--- src/rtl/mmawa_pkg.sv ---
`default_nettype none
package mmawa_pkg;

   localparam int DEF_SAMPLE_BITS  = 12;
   localparam int DEF_WINDOW_STEPS = 5;

   localparam int SAMPLE_W   = 12;
   localparam int VALUE_W    = 16;
   localparam int REL_W      = 2;
   localparam int MODE_W     = 2;
   localparam int LOG2_W     = 3;
   localparam int SCALE_W    = 16;
   localparam int CSR_ADDR_W = 4;
   localparam int CSR_DATA_W = 32;

   localparam logic [VALUE_W-1:0] ACC_MAX = 16'hFFFF;
   localparam logic [SCALE_W-1:0] SCALE_RESET = 16'd1;

   // register indexes
   localparam logic [1:0] REG_STAT_MODE     = 2'd0;
   localparam logic [1:0] REG_WINDOW_LOG2   = 2'd1;
   localparam logic [1:0] REG_AVERAGE_SCALE = 2'd2;

   // statistics modes
   localparam logic [MODE_W-1:0] MODE_MIN = 2'd0;
   localparam logic [MODE_W-1:0] MODE_MAX = 2'd1;
   localparam logic [MODE_W-1:0] MODE_AVG = 2'd2;

   // channel relation codes
   localparam logic [REL_W-1:0] REL_EQUAL     = 2'd0;
   localparam logic [REL_W-1:0] REL_A_GREATER = 2'd1;
   localparam logic [REL_W-1:0] REL_A_LESS    = 2'd2;

   typedef struct packed {
      logic [VALUE_W-1:0] value_a;
      logic [VALUE_W-1:0] value_b;
      logic [REL_W-1:0]   relation;
   } result_type;

endpackage
`default_nettype wire

--- src/rtl/min_max_avg_window_accumulator_unit.sv ---
// Windowed min / max / scaled average over sample pairs.
// A window's result is valid once its last item has passed the input register,
// then the result register.
// Throughput: one item per cycle; a result held by rsp_stall stops the input
// only while the item in the input register closes a window.
// Reset (synchronous, active high) clears the valids and loads start values.
`default_nettype none
module min_max_avg_window_accumulator_unit
   import mmawa_pkg::*;
#(
   parameter int SAMPLE_BITS  = DEF_SAMPLE_BITS,
   parameter int WINDOW_STEPS = DEF_WINDOW_STEPS
) (
   input  wire logic                  clock,
   input  wire logic                  reset,

   input  wire logic                  req_valid,
   output logic                       req_stall,
   input  wire logic [SAMPLE_W-1:0]   req_sample_a,
   input  wire logic [SAMPLE_W-1:0]   req_sample_b,

   output logic                       rsp_valid,
   input  wire logic                  rsp_stall,
   output logic [VALUE_W-1:0]         rsp_value_a,
   output logic [VALUE_W-1:0]         rsp_value_b,
   output logic [REL_W-1:0]           rsp_relation,

   input  wire logic                  csr_psel,
   input  wire logic                  csr_penable,
   input  wire logic                  csr_pwrite,
   input  wire logic [CSR_ADDR_W-1:0] csr_paddr,
   input  wire logic [CSR_DATA_W-1:0] csr_pwdata,
   output logic [CSR_DATA_W-1:0]      csr_prdata,
   output logic                       csr_pready
);

   localparam int CNT_W = WINDOW_STEPS;
   localparam logic [LOG2_W-1:0] LOG2_LIM =
      (WINDOW_STEPS - 1 > 4) ? LOG2_W'(4) : LOG2_W'(WINDOW_STEPS - 1);
   localparam int PROD_W = VALUE_W + SCALE_W;

   function automatic logic [LOG2_W-1:0] eff_log2(input logic [LOG2_W-1:0] l);
      return (l > LOG2_LIM) ? LOG2_LIM : l;
   endfunction

   function automatic logic [MODE_W-1:0] eff_mode(input logic [MODE_W-1:0] m);
      return (m == MODE_MIN || m == MODE_MAX || m == MODE_AVG) ? m : MODE_MIN;
   endfunction

   function automatic logic [VALUE_W-1:0] start_acc(input logic [MODE_W-1:0] m);
      return (eff_mode(m) == MODE_MIN) ? ACC_MAX : '0;
   endfunction

   function automatic logic [CNT_W-1:0] window_len(input logic [LOG2_W-1:0] l);
      return CNT_W'(1) << eff_log2(l);
   endfunction

   function automatic logic [VALUE_W-1:0] fold(input logic [MODE_W-1:0]      m,
                                               input logic [VALUE_W-1:0]     acc,
                                               input logic [SAMPLE_BITS-1:0] s);
      logic [VALUE_W-1:0] sx;
      logic [VALUE_W:0]   sum;
      sx  = VALUE_W'(s);
      sum = {1'b0, acc} + {1'b0, sx};
      case (eff_mode(m))
         MODE_MAX: fold = (sx > acc) ? sx : acc;
         MODE_AVG: fold = sum[VALUE_W] ? ACC_MAX : sum[VALUE_W-1:0];
         default:  fold = (sx < acc) ? sx : acc;
      endcase
   endfunction

   function automatic logic [VALUE_W-1:0] finish(input logic [MODE_W-1:0]  m,
                                                 input logic [LOG2_W-1:0]  l,
                                                 input logic [SCALE_W-1:0] scale,
                                                 input logic [VALUE_W-1:0] acc);
      logic [PROD_W-1:0] prod;
      logic [PROD_W-1:0] shifted;
      prod    = PROD_W'(acc) * PROD_W'(scale);
      shifted = prod >> eff_log2(l);
      if (eff_mode(m) != MODE_AVG) begin
         finish = acc;
      end else if (|shifted[PROD_W-1:VALUE_W]) begin
         finish = ACC_MAX;
      end else begin
         finish = shifted[VALUE_W-1:0];
      end
   endfunction

   // configuration registers
   logic [MODE_W-1:0]  mode_ff,  mode_in;
   logic [LOG2_W-1:0]  log2_ff,  log2_in;
   logic [SCALE_W-1:0] scale_ff, scale_in;

   // window state
   logic [VALUE_W-1:0] acc_a_ff, acc_a_in;
   logic [VALUE_W-1:0] acc_b_ff, acc_b_in;
   logic [CNT_W-1:0]   left_ff,  left_in;

   // input stage
   logic                   s_valid_ff, s_valid_in;
   logic [SAMPLE_BITS-1:0] s_a_ff, s_a_in;
   logic [SAMPLE_BITS-1:0] s_b_ff, s_b_in;

   // result stage
   logic       r_valid_ff, r_valid_in;
   result_type r_ff, r_in;

   logic               csr_wr;
   logic [1:0]         csr_idx;
   logic               accept, move, emit, out_free;
   logic [VALUE_W-1:0] fold_a, fold_b, fin_a, fin_b;

   assign csr_pready = 1'b1;
   assign csr_idx    = csr_paddr[3:2];
   assign csr_wr     = csr_psel && csr_penable && csr_pwrite && csr_pready;

   always_comb begin
      case (csr_idx)
         REG_STAT_MODE:     csr_prdata = CSR_DATA_W'(mode_ff);
         REG_WINDOW_LOG2:   csr_prdata = CSR_DATA_W'(log2_ff);
         REG_AVERAGE_SCALE: csr_prdata = CSR_DATA_W'(scale_ff);
         default:           csr_prdata = '0;
      endcase
   end

   assign out_free  = !r_valid_ff || !rsp_stall;
   assign emit      = (left_ff <= CNT_W'(1));
   assign move      = s_valid_ff && (!emit || out_free);
   assign req_stall = s_valid_ff && !move;
   assign accept    = req_valid && !req_stall;

   assign fold_a = fold(mode_ff, acc_a_ff, s_a_ff);
   assign fold_b = fold(mode_ff, acc_b_ff, s_b_ff);
   assign fin_a  = finish(mode_ff, log2_ff, scale_ff, fold_a);
   assign fin_b  = finish(mode_ff, log2_ff, scale_ff, fold_b);

   always_comb begin
      mode_in  = mode_ff;
      log2_in  = log2_ff;
      scale_in = scale_ff;
      acc_a_in = acc_a_ff;
      acc_b_in = acc_b_ff;
      left_in  = left_ff;

      if (csr_wr) begin
         // mode and window writes restart the window with the new values
         case (csr_idx)
            REG_STAT_MODE: begin
               mode_in  = csr_pwdata[MODE_W-1:0];
               acc_a_in = start_acc(csr_pwdata[MODE_W-1:0]);
               acc_b_in = start_acc(csr_pwdata[MODE_W-1:0]);
               left_in  = window_len(log2_ff);
            end
            REG_WINDOW_LOG2: begin
               log2_in  = csr_pwdata[LOG2_W-1:0];
               acc_a_in = start_acc(mode_ff);
               acc_b_in = start_acc(mode_ff);
               left_in  = window_len(csr_pwdata[LOG2_W-1:0]);
            end
            REG_AVERAGE_SCALE: begin
               scale_in = csr_pwdata[SCALE_W-1:0];
            end
            default: begin
            end
         endcase
      end else if (move) begin
         if (emit) begin
            acc_a_in = start_acc(mode_ff);
            acc_b_in = start_acc(mode_ff);
            left_in  = window_len(log2_ff);
         end else begin
            acc_a_in = fold_a;
            acc_b_in = fold_b;
            left_in  = left_ff - CNT_W'(1);
         end
      end
   end

   always_comb begin
      s_valid_in = s_valid_ff;
      s_a_in     = s_a_ff;
      s_b_in     = s_b_ff;
      if (accept) begin
         s_valid_in = 1'b1;
         s_a_in     = req_sample_a[SAMPLE_BITS-1:0];
         s_b_in     = req_sample_b[SAMPLE_BITS-1:0];
      end else if (move) begin
         s_valid_in = 1'b0;
      end
   end

   always_comb begin
      r_valid_in = r_valid_ff && rsp_stall;
      r_in       = r_ff;
      if (move && emit) begin
         r_valid_in      = 1'b1;
         r_in.value_a    = fin_a;
         r_in.value_b    = fin_b;
         if (fin_a > fin_b) begin
            r_in.relation = REL_A_GREATER;
         end else if (fin_a < fin_b) begin
            r_in.relation = REL_A_LESS;
         end else begin
            r_in.relation = REL_EQUAL;
         end
      end
   end

   always_ff @(posedge clock) begin
      if (reset) begin
         mode_ff    <= MODE_MIN;
         log2_ff    <= '0;
         scale_ff   <= SCALE_RESET;
         acc_a_ff   <= ACC_MAX;
         acc_b_ff   <= ACC_MAX;
         left_ff    <= CNT_W'(1);
         s_valid_ff <= 1'b0;
         r_valid_ff <= 1'b0;
      end else begin
         mode_ff    <= mode_in;
         log2_ff    <= log2_in;
         scale_ff   <= scale_in;
         acc_a_ff   <= acc_a_in;
         acc_b_ff   <= acc_b_in;
         left_ff    <= left_in;
         s_valid_ff <= s_valid_in;
         r_valid_ff <= r_valid_in;
      end
   end

   always_ff @(posedge clock) begin
      s_a_ff <= s_a_in;
      s_b_ff <= s_b_in;
      r_ff   <= r_in;
   end

   assign rsp_valid    = r_valid_ff;
   assign rsp_value_a  = r_ff.value_a;
   assign rsp_value_b  = r_ff.value_b;
   assign rsp_relation = r_ff.relation;

endmodule
`default_nettype wire
--- config.mk ---
export PLATFORM = sky130hd
export DESIGN_NAME = min_max_avg_window_accumulator_unit
export DESIGN_NICKNAME = d
export VERILOG_FILES = /design/src/rtl/mmawa_pkg.sv /design/src/rtl/min_max_avg_window_accumulator_unit.sv
export SDC_FILE = /design/constraint.sdc
export NUM_CORES = 2
export LEC_CHECK = 0
export ABC_CLOCK_PERIOD_IN_PS = 9700
export BUFFER_PORTS_ARGS = -buffer_cell sky130_fd_sc_hd__clkbuf_2
export CAP_MARGIN = 5
export CORE_ASPECT_RATIO = 1.5
export CORE_MARGIN = 2
export CORE_UTILIZATION = 31
export CTS_CLUSTER_SIZE = 20
export DETAILED_ROUTE_END_ITERATION = 10
export PLACE_DENSITY = 0.5
export SYNTH_ARGS = -nofsm -noshare
export SYNTH_HDL_FRONTEND = slang
export SYNTH_SLANG_ARGS = --single-unit
--- constraint.sdc ---
create_clock -name clock -period 9.7 [get_ports clock]
set_input_delay 0.485 -clock clock [delete_from_list [all_inputs] [get_ports clock]]
set_output_delay 0.485 -clock clock [all_outputs]
set_load 0.05 [all_outputs]
==> flow_summary.ini <==
[outcome]
status = finished, violations left
violations = setup timing

[clock_network]
cts.clk_slew.worst_paths_ns = 0.08
clockRootBuffer = clkbuf_16
worstSkewPairLatency_ns = 0.47
cts_made_buffers = 17
ctsHoldBuffers = 0
cts.path.max_buffers = 2
cts_tree = done
cts_num_sinks = 118
htree_num_levels = 4

[die]
pin_count = 136
die-area_um2 = 92050
die_h_um = 370.6
die_x_um = 248.4
start_util_pct = 31.25
rows = 134
coreArea_um2 = 88860

[finish]
nNetsFinal = 4644
finalNonFillerCells = 5079
fill_cells = 9128
postLayoutCellArea_um2 = 36030
drive_gt1_share_pct = 26.20
multi_input_area_um2 = 23200
antenna_cells = 0
area_growth_pct = 29.75
seq_area_um2 = 2947

[synthesis]
synth_area_leader_cell = fa_1
avgSynthCellArea_um2 = 8.393
synthCells = 3309
yosysSeqAreaShare_pct = 10.60
synth-edff-count = 58
async_flop_share_pct = 0
synth_top_cell_area_share_pct = 28.11
synthXorXnorAreaFrac_pct = 1.671
synth_warnings = 0
synthAdderAreaFrac_pct = 40.59
synth_area_leaders = fa_1 (28%), ha_1 (12%), inv_1 (6.7%)
synth_top_family_by_area = adder cells
yosys-top-cells-count = inv_1 (493), nand2_1 (402), fa_1 (390), and2_1 (293), ha_1 (277)
synthesis.area_um2 = 27770
synthMuxAreaShare_pct = 1.946
synth-seq-cells = 118
synth_compound_area_share_pct = 16.88
synth_ff_type = dfxtp_1
ys_types = 95
synth.most_common_cell = inv_1
yosys.area_share.simple_pct = 18.37

[critical_path]
worst_ep_arrival_time_ns = 10.55
critPathKind = reg2reg
critPathMaxFanout = 11
required_ns = 9.91
cp-start-kind = flip-flop
path_common_cell = o21a_1
critical-path-max-stage-delay_ns = 0.60
end_kind = flip-flop
crit_slowest_cell = fa_1

[timing]
timing.fmax_ghz = 0.09671
clock_skew_ns = 0.01858
finalHoldViolCount = 0
rsz0062_at_grt = true
worst_pin_slew_ns = 1.266
max_slew_margin_pct = 15.47
fin_setup_tns_ns = -1.223
maxSlewViolCount = 0
finalCritPeriodShare_pct = 106.6
min_period_ns = 10.34
finalWorstSetupSlack_ns = -0.6406
setup_viol = 2

[placement]
dp_hpwl_mm = 87.00
place_area_um2 = 34210
dp_cells = 4994
place.gp.congestion = 0.9545
portBuffers = 100

[power]
combinationalPowerShare_pct = 48.3
power_density_nw_per_um2 = 65.73
clkPwrFrac_pct = 27.1
p_sw_uw = 961.7
p_sw_share_pct = 40.60
leakagePower_nw = 16.51
intPower_mw = 1.407
p_seq_share_pct = 24.6
irDropWorstVdd_uv = 176.5

[grt]
grt_remaining_overflow = 0
antenna_found_initial = 1
grt_max_degree = 53
grt_pass1_wl_mm = 161.6
track_usage_pct = 23.13
grt_pass1_vias = 27700

[route]
firstDrtPassIters = 5
ant_nets = 0
num_vias = 26046
via_per_inst = 5.128
highest_layer = met5
drtIter0Drc = 1206
wl_met3_mm = 4.215
routed_wl_mm = 106.1
wl_per_cell_um = 20.89
wl_met2_mm = 57.04
wl_met1_mm = 38.59
route.detailed.drc = 0

[worst_hold_path]
worst_hold_path_type = in2reg

[flow_run]
max_cap_viol_count = 0
worst max-delay path: cells and delay by family (launching register included):
family          cells  cell delay, ns
compound gates     19            3.14
fa+ha+maj          10            3.99
simple gates        7            1.71
flops               1            0.43
buf+inv             7            0.81
layer usage:
metal	vias to the layer above	GRT usage, %
met1	13036	25.27
met3	229	1.961
li1	12120	-
met4	2	11.56
met2	659	43.94
met5	-	0
final cells by class:
type,instances,area share [%]
Multi-Input combinational cell,2515,64.39
Inverter,495,5.156
Clock buffer,18,1.250
Clock inverter,14,0.3090
Timing Repair Buffer,763,16.71
Tap cell,1156,4.014
Sequential cell,118,8.177
flip-flops by register name, summed over array words and instances, names as in the netlist, 3 cells and up:
name,cells
s_a_ff,12
rsp_value_a,16
acc_b_ff,16
acc_a_ff,16
left_ff,5
scale_ff,16
s_b_ff,12
rsp_value_b,16
log2_ff,3
placed cells by master (no fill, tap or decap), drive strengths merged, types with 27 or more instances in the layout:
cell and instances:
buf 660, edfxtp 58, nand3 43, mux2i 36
inv 500, o21ai 122, nor2 131, xnor2 36
dfxtp 60, clkbuf 121, nand4 30, fa 390
o21a 33, and2 293, o211ai 36, nand2 402
a211oi 39, ha 277, nor3 27, a21oi 226
worst paths after layout:
kind / start / end / slack, ns / cells after the start
hold / removal: req_sample_b[2] / s_b_ff[2]$_DFFE_PP_ / 0.19 / 1
setup / recovery: s_a_ff[0]$_DFFE_PP_ / rsp_relation[0]$_SDFFCE_PN1P_ / -0.64 / 43
hold reg to reg: left_ff[3]$_SDFFE_PP0P_ / left_ff[3]$_SDFFE_PP0P_ / 0.50 / 2
setup reg to reg: s_a_ff[0]$_DFFE_PP_ / rsp_relation[0]$_SDFFCE_PN1P_ / -0.64 / 43
power by group through the flow:
stage / Combinational, mW / Sequential, mW / Clock (mW)
floorplan: 0.533 / 0.621 / 0
global placement: 1.07 / 0.592 / 0
detailed placement: 1.06 / 0.592 / 0
CTS: 1.11 / 0.583 / 0.653
global route: 1.23 / 0.586 / 0.672
finish: 1.14 / 0.583 / 0.641
cell families after synthesis:
| logic type | Yosys count |
|---|---|
| XOR/XNOR | 53 |
| adder cells (fa/ha/maj) | 667 |
| flip-flops | 118 |
| AO/OA/AOI/OAI | 701 |
| AND/OR/NAND/NOR | 1025 |
| other | 2 |
| buffers and inverters | 692 |
| multiplexers | 51 |
through the flow:
stage	hold WS (ns)	total power, mW	worst slack, ns	utilization (%)
after floorplan	0.4666	1.154	0.005949	-
after global placement	0.4954	1.659	-0.9534	38.50
after detailed placement	0.4971	1.655	-0.9154	38.50
after CTS	0.1723	2.345	-0.6161	40.01
after global routing	0.1795	2.488	-1.100	40.55
final	0.1896	2.369	-0.6406	40.55
timing repair:
item                       CTS  global route
setup buffers               34            17
pin swaps                   79            47
gates cloned                 2             2
hold endpoints to repair     0             0
setup endpoints to repair    3             4
resized for setup          106            58
Note: power is estimated with default switching activity, not from simulation.
